`src/rtl/core/gwm_pkg.sv`:
```
// ----------------------------------------------------------------------------
// gwm_pkg - shared types and constants of the glob wildcard matcher
// Opcodes, the classified command that travels from front to back, and the
// sizes of the pattern store and the command queue.
// ----------------------------------------------------------------------------
package gwm_pkg;

    // Pattern store depth in bytes (1 .. 256)
    localparam int MAX_PATTERN = 32;
    // Pattern length counter: holds 0 .. MAX_PATTERN
    localparam int LEN_W       = $clog2(MAX_PATTERN + 1);

    // Command queue depth, a power of two
    localparam int Q_DEPTH     = 4;
    localparam int Q_AW        = $clog2(Q_DEPTH);

    localparam logic [7:0] CH_ANY  = 8'h3F;  // '?'
    localparam logic [7:0] CH_STAR = 8'h2A;  // '*'

    typedef enum logic [1:0] {
        OP_PATTERN     = 2'd0,
        OP_TEXT        = 2'd1,
        OP_END_PATTERN = 2'd2,
        OP_END_TEXT    = 2'd3
    } t_op;

    typedef struct packed {
        t_op        op;
        logic [7:0] data_byte;
        logic       is_star;
        logic       is_any;
    } t_cmd;

endpackage

```
`src/rtl/core/gwm_front.sv`:
```
// ----------------------------------------------------------------------------
// gwm_front - input stage of the glob wildcard matcher
// Registers each input transfer, tags wildcard bytes and hands the command
// on to the queue.
// ----------------------------------------------------------------------------
module gwm_front import gwm_pkg::*; (
    input  logic       i_clk,
    input  logic       i_rst_n,
    input  logic       i_valid,
    output logic       o_ready,
    input  logic [1:0] i_op,
    input  logic [7:0] i_data,
    output logic       o_push,
    output t_cmd       o_cmd,
    input  logic       i_q_full
);

    logic r_valid;
    t_cmd r_cmd;
    t_cmd n_cmd;

    assign o_ready = !r_valid || !i_q_full;
    assign o_push  = r_valid && !i_q_full;
    assign o_cmd   = r_cmd;

    always_comb begin
        n_cmd.op        = t_op'(i_op);
        n_cmd.data_byte = i_data;
        n_cmd.is_star   = (i_data == CH_STAR);
        n_cmd.is_any    = (i_data == CH_ANY);
    end

    always_ff @(posedge i_clk) begin
        if (!i_rst_n) begin
            r_valid <= 1'b0;
        end else if (i_valid && o_ready) begin
            r_valid <= 1'b1;
        end else if (o_push) begin
            r_valid <= 1'b0;
        end
    end

    always_ff @(posedge i_clk) begin
        if (i_valid && o_ready) begin
            r_cmd <= n_cmd;
        end
    end

endmodule

```
`src/rtl/core/gwm_queue.sv`:
```
// ----------------------------------------------------------------------------
// gwm_queue - command queue between front and back
// Small register FIFO; lets the input side keep running while the back
// waits on the result port.
// ----------------------------------------------------------------------------
module gwm_queue import gwm_pkg::*; (
    input  logic i_clk,
    input  logic i_rst_n,
    input  logic i_push,
    input  t_cmd i_cmd,
    output logic o_full,
    input  logic i_pop,
    output logic o_valid,
    output t_cmd o_cmd
);

    t_cmd            r_mem [Q_DEPTH];
    logic [Q_AW-1:0] r_wr;
    logic [Q_AW-1:0] r_rd;
    logic [Q_AW:0]   r_cnt;

    assign o_full  = (r_cnt == (Q_AW + 1)'(Q_DEPTH));
    assign o_valid = (r_cnt != '0);
    assign o_cmd   = r_mem[r_rd];

    always_ff @(posedge i_clk) begin
        if (!i_rst_n) begin
            r_wr  <= '0;
            r_rd  <= '0;
            r_cnt <= '0;
        end else begin
            if (i_push) begin
                r_wr <= r_wr + 1'b1;
            end
            if (i_pop) begin
                r_rd <= r_rd + 1'b1;
            end
            if (i_push && !i_pop) begin
                r_cnt <= r_cnt + 1'b1;
            end else if (!i_push && i_pop) begin
                r_cnt <= r_cnt - 1'b1;
            end
        end
    end

    always_ff @(posedge i_clk) begin
        if (i_push) begin
            r_mem[r_wr] <= i_cmd;
        end
    end

endmodule

```
`src/rtl/core/gwm_back.sv`:
```
// ----------------------------------------------------------------------------
// gwm_back - execution stage of the glob wildcard matcher
// Holds the pattern and the live-position vector, advances it per text byte
// and drives the result register.
// ----------------------------------------------------------------------------
module gwm_back import gwm_pkg::*; (
    input  logic       i_clk,
    input  logic       i_rst_n,
    input  logic       i_q_valid,
    input  t_cmd       i_cmd,
    output logic       o_pop,
    output logic       o_out_valid,
    input  logic       i_out_ready,
    output logic       o_matched,
    output logic       o_overflow
);

    // Pattern payload, masked by r_active
    logic [7:0]             r_store [MAX_PATTERN];
    logic [MAX_PATTERN-1:0] r_star;
    logic [MAX_PATTERN-1:0] r_any;

    logic [MAX_PATTERN-1:0] r_active;
    logic [LEN_W-1:0]       r_len;
    logic [MAX_PATTERN:0]   r_rearm;   // start vector: position 0 plus leading stars
    logic [MAX_PATTERN:0]   r_live;
    logic                   r_ovf;
    logic                   r_closed;

    logic                   r_out_valid;
    logic                   r_matched;
    logic                   r_overflow;

    logic [LEN_W-1:0]       base_len;
    logic [MAX_PATTERN-1:0] base_active;
    logic [MAX_PATTERN:0]   base_rearm;
    logic                   base_ovf;
    logic                   has_room;
    logic [MAX_PATTERN-1:0] wr_sel;

    logic [MAX_PATTERN-1:0] n_active;
    logic [LEN_W-1:0]       n_len;
    logic [MAX_PATTERN:0]   n_rearm;
    logic                   n_ovf;

    logic [MAX_PATTERN:0]   live0;
    logic [MAX_PATTERN:0]   seed;
    logic [MAX_PATTERN:0]   s_ext;
    logic [MAX_PATTERN:0]   gen;
    logic [MAX_PATTERN:0]   sum;
    logic [MAX_PATTERN:0]   stepped;
    logic                   is_end_text;
    logic                   hit_now;

    assign is_end_text = (i_cmd.op == OP_END_TEXT);
    assign o_pop       = i_q_valid && (!is_end_text || !r_out_valid || i_out_ready);

    // Pattern load: a byte after a closed pattern starts a new one
    always_comb begin
        base_len    = r_closed ? '0 : r_len;
        base_active = r_closed ? '0 : r_active;
        base_ovf    = r_closed ? 1'b0 : r_ovf;
        base_rearm  = r_closed ? (MAX_PATTERN + 1)'(1) : r_rearm;
        has_room    = (base_len < LEN_W'(MAX_PATTERN));
        for (int i = 0; i < MAX_PATTERN; i++) begin
            wr_sel[i] = has_room && (base_len == LEN_W'(i));
        end
        n_active = base_active | wr_sel;
        n_len    = has_room ? base_len + 1'b1 : base_len;
        n_ovf    = base_ovf || !has_room;
        n_rearm  = base_rearm;
        for (int i = 0; i < MAX_PATTERN; i++) begin
            n_rearm[i+1] = n_rearm[i+1] | (wr_sel[i] & i_cmd.is_star & base_rearm[i]);
        end
    end

    // Text step: an open pattern is closed first, so start from the rearm vector
    always_comb begin
        live0 = r_closed ? r_live : r_rearm;
        seed  = '0;
        for (int i = 0; i < MAX_PATTERN; i++) begin
            if (r_active[i] && live0[i]) begin
                if (r_star[i]) begin
                    seed[i]   = 1'b1;
                    seed[i+1] = 1'b1;
                end else if (r_any[i] || (r_store[i] == i_cmd.data_byte)) begin
                    seed[i+1] = 1'b1;
                end
            end
        end
        // Star closure as a carry chain: stars propagate, live stars generate
        s_ext   = {1'b0, r_star & r_active};
        gen     = seed & s_ext;
        sum     = s_ext + gen;
        stepped = seed | (sum ^ s_ext ^ gen);
    end

    assign hit_now = live0[r_len] && !r_ovf;

    always_ff @(posedge i_clk) begin
        if (!i_rst_n) begin
            r_active <= '0;
            r_len    <= '0;
            r_rearm  <= (MAX_PATTERN + 1)'(1);
            r_live   <= (MAX_PATTERN + 1)'(1);
            r_ovf    <= 1'b0;
            r_closed <= 1'b1;
        end else if (o_pop) begin
            unique case (i_cmd.op) inside
                OP_PATTERN: begin
                    r_closed <= 1'b0;
                    r_active <= n_active;
                    r_len    <= n_len;
                    r_rearm  <= n_rearm;
                    r_ovf    <= n_ovf;
                end
                OP_TEXT: begin
                    r_closed <= 1'b1;
                    r_live   <= stepped;
                end
                OP_END_PATTERN, OP_END_TEXT: begin
                    r_closed <= 1'b1;
                    r_live   <= r_rearm;
                end
                default: begin
                    r_closed <= r_closed;
                end
            endcase
        end
    end

    always_ff @(posedge i_clk) begin
        for (int i = 0; i < MAX_PATTERN; i++) begin
            if (o_pop && (i_cmd.op == OP_PATTERN) && wr_sel[i]) begin
                r_store[i] <= i_cmd.data_byte;
                r_star[i]  <= i_cmd.is_star;
                r_any[i]   <= i_cmd.is_any;
            end
        end
    end

    always_ff @(posedge i_clk) begin
        if (!i_rst_n) begin
            r_out_valid <= 1'b0;
        end else if (o_pop && is_end_text) begin
            r_out_valid <= 1'b1;
        end else if (i_out_ready) begin
            r_out_valid <= 1'b0;
        end
    end

    always_ff @(posedge i_clk) begin
        if (o_pop && is_end_text) begin
            r_matched  <= hit_now;
            r_overflow <= r_ovf;
        end
    end

    assign o_out_valid = r_out_valid;
    assign o_matched   = r_matched;
    assign o_overflow  = r_overflow;

endmodule

```
`src/rtl/core/glob_wildcard_matcher.sv`:
```
// ----------------------------------------------------------------------------
// glob_wildcard_matcher - streaming '?' / '*' pattern matcher
// Loads a pattern byte by byte, then matches text bytes against it with a
// vector of live pattern positions; one result per end of text.
// ----------------------------------------------------------------------------
//
//  Channel   Dir  tdata                          tuser
//  s_axis    in   [7:0] byte_value               [1:0] opcode (pattern, text,
//                                                      end pattern, end text)
//  m_axis    out  [0] matched, [1] pattern_overflow, [7:2] zero    -
//
//  Cycles: one item per cycle sustained, every opcode, while the result port
//  does not stall. The live vector is updated for all pattern positions at
//  once: one byte-compare bank plus a single (MAX_PATTERN+1)-bit add that
//  ripples star closure as a carry. An input transfer passes the input
//  register, the queue and the back stage on its way into the result register.
//  Reset: synchronous, active low; no clearing pass, the pattern store is
//  masked by its valid vector and is usable the cycle after reset.
//  Stalls: a four-entry queue parts front and back; the back waits only on
//  end of text while the result register is full and not taken.
// ----------------------------------------------------------------------------
module glob_wildcard_matcher import gwm_pkg::*; (
    input  logic       i_clk,
    input  logic       i_rst_n,
    input  logic       s_axis_tvalid,
    output logic       s_axis_tready,
    input  logic [7:0] s_axis_tdata,   // [7:0] byte_value
    input  logic [1:0] s_axis_tuser,   // [1:0] opcode
    output logic       m_axis_tvalid,
    input  logic       m_axis_tready,
    output logic [7:0] m_axis_tdata    // [0] matched, [1] pattern_overflow, [7:2] zero
);

    logic push;
    t_cmd push_cmd;
    logic q_full;
    logic q_valid;
    t_cmd q_cmd;
    logic pop;
    logic matched;
    logic overflow;

    // Front: register and classify each transfer
    gwm_front u_front (
        .i_clk    (i_clk),
        .i_rst_n  (i_rst_n),
        .i_valid  (s_axis_tvalid),
        .o_ready  (s_axis_tready),
        .i_op     (s_axis_tuser),
        .i_data   (s_axis_tdata),
        .o_push   (push),
        .o_cmd    (push_cmd),
        .i_q_full (q_full)
    );

    // Queue: absorb back-side stalls
    gwm_queue u_queue (
        .i_clk   (i_clk),
        .i_rst_n (i_rst_n),
        .i_push  (push),
        .i_cmd   (push_cmd),
        .o_full  (q_full),
        .i_pop   (pop),
        .o_valid (q_valid),
        .o_cmd   (q_cmd)
    );

    // Back: pattern store, live vector and result register
    gwm_back u_back (
        .i_clk       (i_clk),
        .i_rst_n     (i_rst_n),
        .i_q_valid   (q_valid),
        .i_cmd       (q_cmd),
        .o_pop       (pop),
        .o_out_valid (m_axis_tvalid),
        .i_out_ready (m_axis_tready),
        .o_matched   (matched),
        .o_overflow  (overflow)
    );

    assign m_axis_tdata = {6'b0, overflow, matched};

endmodule

```
`config.mk`:
```
export PLATFORM = sky130hd
export DESIGN_NAME = glob_wildcard_matcher
export DESIGN_NICKNAME = d
export VERILOG_FILES = /design/src/rtl/core/gwm_pkg.sv /design/src/rtl/core/gwm_front.sv /design/src/rtl/core/gwm_queue.sv /design/src/rtl/core/gwm_back.sv /design/src/rtl/core/glob_wildcard_matcher.sv
export SDC_FILE = /design/constraint.sdc
export NUM_CORES = 1
export LEC_CHECK = 0
export BUFFER_PORTS_ARGS = -buffer_cell sky130_fd_sc_hd__buf_2
export CAP_MARGIN = 5
export CELL_PAD_IN_SITES_DETAIL_PLACEMENT = 1
export CELL_PAD_IN_SITES_GLOBAL_PLACEMENT = 2
export CORE_MARGIN = 5
export CORE_UTILIZATION = 40
export DETAILED_ROUTE_END_ITERATION = 8
export HOLD_SLACK_MARGIN = 0.12
export PLACE_DENSITY_LB_ADDON = 0.1
export SKIP_CTS_REPAIR_TIMING = 1
export SLEW_MARGIN = 5
export SYNTH_ARGS = -nofsm -noshare
export SYNTH_HDL_FRONTEND = slang
export SYNTH_HIERARCHICAL = 1
export SYNTH_SLANG_ARGS = --single-unit
```
`constraint.sdc`:
```
create_clock -name i_clk -period 6.5 [get_ports i_clk]
set_input_delay 0.975 -clock i_clk [delete_from_list [all_inputs] [get_ports i_clk]]
set_output_delay 0.975 -clock i_clk [all_outputs]
set_load 0.01 [all_outputs]
```
==> results of run 1 <==
[registers in the layout, summed over array words and instances, names as in the netlist, named ones only]
name / cells
u_back/r_ovf: 1
u_front/o_cmd: 12
u_back/r_active: 32
u_front/r_valid: 1
u_queue/r_rd: 2
u_back/r_any: 32
u_back/r_store: 256
u_queue/r_cnt: 3
u_back/o_matched: 1
u_back/o_out_valid: 1
u_back/r_len: 6
u_back/r_live: 33
u_back/r_rearm: 33
u_back/o_overflow: 1
u_back/r_star: 32
u_queue/r_wr: 2
u_back/r_closed: 1
u_queue/r_mem: 48
[worst paths after layout]
| kind | from | to | slack, ns | cells after the start |
|---|---|---|---|---|
| setup / recovery | flip-flop | u_back/r_live[26] | 1.29 | 10 |
| hold / removal | u_back/r_live[18] | u_back/r_live[18] | 0.45 | 2 |
| setup reg to reg | flip-flop | u_back/r_live[26] | 1.29 | 10 |
| hold reg to reg | u_back/r_live[18] | u_back/r_live[18] | 0.45 | 2 |
[layout make-up]
type                            count  area, um^2
Tap cell                          756         946
Clock inverter                     33         342
Inverter                           20        75.1
Clock buffer                       71        1490
Sequential cell                   499       13800
Multi-Input combinational cell   1159        8390
Timing Repair Buffer               57         385
Fill cell                        5832       31200
[metal layers]
layer / vias to the layer above / GRT usage
li1: 6668 / -
met1: 7505 / 0.279
met2: 272 / 0.336
met3: 90 / 0.0288
met4: 0 / 0.0547
met5: - / 0
[worst reg2reg max path: cells and delay by family (launching register included)]
kind	cells	cell delay, ns
AOI/OAI and AO/OA	4	1.09
xor gates and xnor gates	1	0.24
buffers and inverters	1	0.40
DFF	1	0.89
muxes	1	1.10
and+or+nand+nor	3	1.34
[power breakdown]
part | leakage [nW] | total [W] | switching (W) | internal, W
Combinational | 2.88 | 0.00272 | 0.00181 | 0.000901
Sequential | 4.40 | 0.00399 | 0.000146 | 0.00385
Clock | 0.885 | 0.00315 | 0.00129 | 0.00186
[logic make-up (layout without fill, tap and decap cells)]
| group | after synthesis | in the layout |
|---|---|---|
| muxes | 68 | 68 |
| other | 1 | 6 |
| DFF | 499 | 499 |
| xor gates and xnor gates | 263 | 263 |
| adders and majority gates | 11 | 11 |
| buffers and inverters | 99 | 181 |
| AOI/OAI and AO/OA | 330 | 330 |
| and+or+nand+nor | 481 | 481 |
[placed cells by master, fill, tap and decap left out, drive strengths merged, types with 6 or more instances in the layout]
cell type	n
nor4	40
edfxtp	382
a31oi	21
clkinv	21
a21boi	20
nor3	22
mux2i	14
nand3	35
bufinv	6
nand2	117
and3	8
o211ai	14
o21ai	73
mux2	32
or3	10
ha	10
xnor2	156
o21bai	8
buf	57
xor2	107
nand4	45
nand2b	9
and2	27
a21o	7
nor2	99
clkbuf	71
nor2b	44
o221ai	6
o21a	8
inv	21
a21oi	61
dfxtp	117
a211oi	19
a32o	30
a32oi	8
mux4	22
conb	6
[stage by stage]
| step | std cells | setup WS [ns] | area, um^2 | power, W |
|---|---|---|---|---|
| floorplan | 1757 | 2.47 | 23000 | 0.00608 |
| global placement | 2491 | 1.34 | 23600 | 0.00676 |
| detailed placement | 2491 | 1.28 | 23600 | 0.00681 |
| CTS | 2595 | 1.27 | 25400 | 0.0100 |
| global route | 2595 | 0.877 | 25400 | 0.0103 |
| finish | 2595 | 1.29 | 25400 | 0.00986 |
==> flow_summary.ini, run 1 <==
[outcome]
status = finished clean

[sta]
slew_headroom = 0.147
finalMaxSlewViolations = 0
finalHoldViolations = 0
worst_slew_pin_slew_ns = 1.28
rsz0062_at_grt = false
fmax_mhz = 192
timing.final.crit_period_ns = 5.21
finClkSkew_ns = 0.0166
hold_slack_ns = 0.455
tns_ns = 0
setup_viol = 0
min_period_over_period = 0.801

[synthesis]
synth_fa_ha_area_frac = 0.00632
synth_commonest_cells = 382 x edfxtp_1, 156 x xnor2_1, 117 x dfxtp_1, 117 x nand2_1, 107 x xor2_1
synth.distinct_cells = 93
synthMostInstantiatedCell = edfxtp_1
yosysTopAreaCellShare = 0.499
synth-simple-area-share = 0.109
ys_warn_count = 6
ys_dominant_reg_cell = edfxtp_1
synth_top_cell_by_area = edfxtp_1
synth_top_family_by_area = simple AND/OR/NAND/NOR gates
synth_xor_area_frac = 0.100
async_flop_share = 0
synth_edf_count = 382
ys_ff_latch = 499
synth_compound_area_frac = 0.104
seq_area_frac_synth = 0.601
syn-cell-area_um2 = 23000
syn_inst = 1752
postSynthAreaPerCell_um2 = 13.1
synthMuxAreaShare = 0.0439
synthTopCellsByArea = edfxtp_1 50%, dfxtp_1 10%, xnor2_1 5.9%

[drt]
vias = 14535
avgViaCountPerCell = 5.60
wl_met1_mm = 29.6
routed_wl_mm = 64.2
wl_per_cell_um = 24.7
met3_length_mm = 2.49
route.detailed.drc = 0
drt-initial-drc-count = 797
first_pass_iters = 5
top_layer = met4
antenna_left = 0
wl_met2_mm = 30.7

[setup_path]
cpLargestDelayFamily = simple AND/OR/NAND/NOR gates
crit_path_start_kind = flip-flop
crit_type = reg2reg
critical_path.max_stage_delay_ns = 1.09
cp_data_arrival_time_ns = 5.68
cp_max_fo = 39
worstPathBufferInverterCount = 1
cp_slowest_cell = mux4_4
path_common_cell = nor4_1
critical_path.cell_chain = mux4_4 > buf_4 > xor2_1 > nor4_1 > a211oi_1 > o21bai_1 > or4_1 > nor4_1 > a21oi_1 > o41ai_1
end_kind = flip-flop
cp.required_ns = 6.97

[floorplan]
die_h_um = 250
io_pins = 24
die_w_um = 250
num_rows = 87
die_area_um2 = 62300
start_util = 0.406
core-area_um2 = 56600

[cells_and_area]
finish.utilization = 0.449
drive_above_1_share = 0.128
syn_to_final_growth_pct = 10.8
nets = 1817
diodes = 0

[pwr]
ir_drop_uv = 275
power.leakage_nw = 8.17
power_density_nw_per_um2 = 387

[cts]
clk_pin_slew_ns = 0.06
cts_tree = built
max-clock-path-buffers = 3
clockRootBuffer = clkbuf_16
insertion_delay_ns = 0.61
clock_sinks = 499
cts_made_buffers = 55
cts_max_level = 2

[place]
dpl.hpwl_mm = 42.5
port_buffers = 17
gp_congestion = 0.875

[global_route]
antenna_found_initial = 0
grt_use_total = 0.202
grt_pass1_wl_mm = 97.6
gr-total-overflow = 0
grt_pass1_vias = 15291
grt_max_degree = 50

[run]
maxCapViolations = 0

[min_path]
hold_path.class = reg2reg
(Power assumes the default switching activity.)
==> run 2, diff against run 1 <==
- clock period: 6.5 -> 5.4 ns (I/O delays scaled with it)
==> run 2 against run 1 <==
  * Cell count up 1.1%
  * Highest routed layer is now met5
  * Count of clock-buffer cells in the layout up 4
  * Sequential cell count unchanged
  * Critical endpoint is now u_back/r_live[22]
  * Design area up 0.86%
  * Largest cell class unchanged
  * Die area unchanged
  * Clock skew down 0.0014 ns
  * Sequential power up 20%
  * Via count up 0.28%
  * Hold slack worse by 0.069 ns
  * Setup slack worse by 0.54 ns
  * Global-route usage about the same
==> flow_summary.ini, run 2 (same netlist as run 1, synthesis figures left out) <==
[outcome]
status = finished clean

[floorplan]
io_pins = 24
start_util = 0.406
die_h_um = 250
num_rows = 87
core-area_um2 = 56600
die_area_um2 = 62300
die_w_um = 250

[pwr]
power.leakage_nw = 8.31
combPwrFrac = 0.286
ir_drop_uv = 315
power_density_nw_per_um2 = 465
switching_share = 0.330
clkPwrFrac = 0.312
internal-power_w = 0.00800
seqPwrFrac = 0.401
p_sw_w = 0.00394

[min_path]
min_from = s_axis_tuser[1]
hold_path_depth = 1
hold_path.class = in2reg
min_to = u_front/o_cmd[11]

[cts]
cts_made_buffers = 56
insertion_delay_ns = 0.60
cts_tree = built
clk_pin_slew_ns = 0.06
max-clock-path-buffers = 3
cts_max_level = 2
clockRootBuffer = clkbuf_16
clock_sinks = 499

[place]
placed_cells = 2516
dpl.hpwl_mm = 43.0
gp_congestion = 0.891
port_buffers = 17

[sta]
finalMaxSlewViolations = 0
slew_headroom = 0.235
fmax_mhz = 215
setup_viol = 0
timing.final.crit_period_ns = 4.65
min_period_over_period = 0.861
finalHoldViolations = 0
worst_slew_pin_slew_ns = 1.14
finClkSkew_ns = 0.0152
rsz0062_at_grt = false
tns_ns = 0

[setup_path]
r2r_slack_ns = 0.75
cp.required_ns = 5.93
critical_path.max_stage_delay_ns = 0.90
r2r-end = u_back/r_live[22]
critical_path.cell_chain = mux4_4 > xnor2_1 > nand4_1 > nor2_1 > o31a_1 > nor3_1 > ha_1 > a21oi_1 > o221a_1 > o41a_1 > o211ai_1 > a21boi_1 > nor2_1 > a211oi_1 > o21ai_1
cp_data_arrival_time_ns = 5.18
path_common_cell = nor2_1
crit_type = reg2reg
crit_path_start_kind = flip-flop
cp_max_fo = 31
cpLargestDelayFamily = compound AO/OA/AOI/OAI gates
end_kind = flip-flop
worstPathBufferInverterCount = 0
ff2ff_path_depth = 15
cp_slowest_cell = mux4_4

[global_route]
grt_pass1_vias = 15111
grt_max_degree = 55
antenna_found_initial = 2
grt_use_total = 0.202
gr-total-overflow = 0
grt_pass1_wl_mm = 97.2

[drt]
drt-initial-drc-count = 813
avgViaCountPerCell = 5.56
antenna_left = 0
wl_per_cell_um = 24.6
first_pass_iters = 5
routed_wl_mm = 64.6
route.detailed.drc = 0
vias = 14576

[cells_and_area]
final_cell_mix = 382 x edfxtp_1, 156 x xnor2_1, 117 x nand2_1
largest_reg_flops = 256
finish.utilization = 0.453
multiInputGateArea_um2 = 8390
fin_cells = 2623
top_register = u_back/r_store
top_regs = u_back/r_store x256, u_queue/r_mem x48
fillers = 5803
drive_above_1_share = 0.136
syn_to_final_growth_pct = 11.7
nets = 1843
seq_area_um2 = 13800
final_common_cell = edfxtp_1

[run]
maxCapViolations = 0
[run 2: cell count changes in the layout (fill, tap and decap cells not counted), sizes merged]
| cell | delta |
|---|---|
| buf | +25 |
| clkinv | +5 |
| clkbuf | +4 |
| clkinvlp | -4 |
| bufinv | -2 |
| diode | +2 |
| inv | -2 |
[run 2: power by group through the flow]
stage	registers (W)	clock network, W	logic, W
floorplan	0.00477	0	0.00255
global placement	0.00486	0	0.00341
detailed placement	0.00487	0	0.00347
CTS	0.00479	0.00384	0.00349
global route	0.00481	0.00401	0.00370
finish	0.00479	0.00373	0.00342
[run 2: final cells by class]
type                       count  area share
clock inverter                30     0.00975
sequential                   499       0.538
timing repair buffer          82      0.0243
inverter                      20     0.00293
antenna                        2    0.000195
clock buffer                  75      0.0606
tap                          756      0.0369
multi-input combinational   1159       0.327
[run 2: worst register-to-register path, stage by stage (launching register included)]
cell and delay, ns:
dfxtp_1 0.70, mux4_4 0.90, xnor2_1 0.27, nand4_1 0.16, nor2_1 0.06, o31a_1 0.26
nor3_1 0.23, ha_1 0.21, a21oi_1 0.07, o221a_1 0.26, o41a_1 0.50, o211ai_1 0.31
a21boi_1 0.14, nor2_1 0.26, a211oi_1 0.13, o21ai_1 0.14
[run 2: worst max-delay path by stage]
| stage | cells past startpoint | from | slack [ns] | to |
|---|---|---|---|---|
| 6_report | 15 | flip-flop | 0.75 | u_back/r_live[22] |
| 5_1_grt | 15 | flip-flop | 0.46 | u_back/r_live[22] |
| 4_1_cts | 15 | flip-flop | 0.70 | u_back/r_live[22] |
| 3_5_place_dp | 15 | flip-flop | 0.74 | u_back/r_live[22] |
| 3_3_place_gp | 15 | flip-flop | 0.80 | u_back/r_live[22] |
| 2_1_floorplan | 19 | flip-flop | 1.37 | u_back/r_live[12] |
[run 2: metal layers]
layer  track usage  vias up  part of all wire
met3        0.0303       87             0.035
met4        0.0506        2             0.023
li1              -     6730                 -
met2         0.339      223              0.48
met1         0.278     7534              0.46
met5             0        -           0.00020
[run 2: metrics by stage]
stage / total power [W] / area (um^2) / hold WS, ns / setup slack, ns
2_1_floorplan: 0.00732 / 23000 / 0.420 / 1.37
3_3_place_gp: 0.00827 / 23800 / 0.429 / 0.805
3_5_place_dp: 0.00834 / 23800 / 0.449 / 0.745
4_1_cts: 0.0121 / 25700 / 0.346 / 0.699
5_1_grt: 0.0125 / 25700 / 0.349 / 0.462
6_report: 0.0119 / 25700 / 0.386 / 0.750
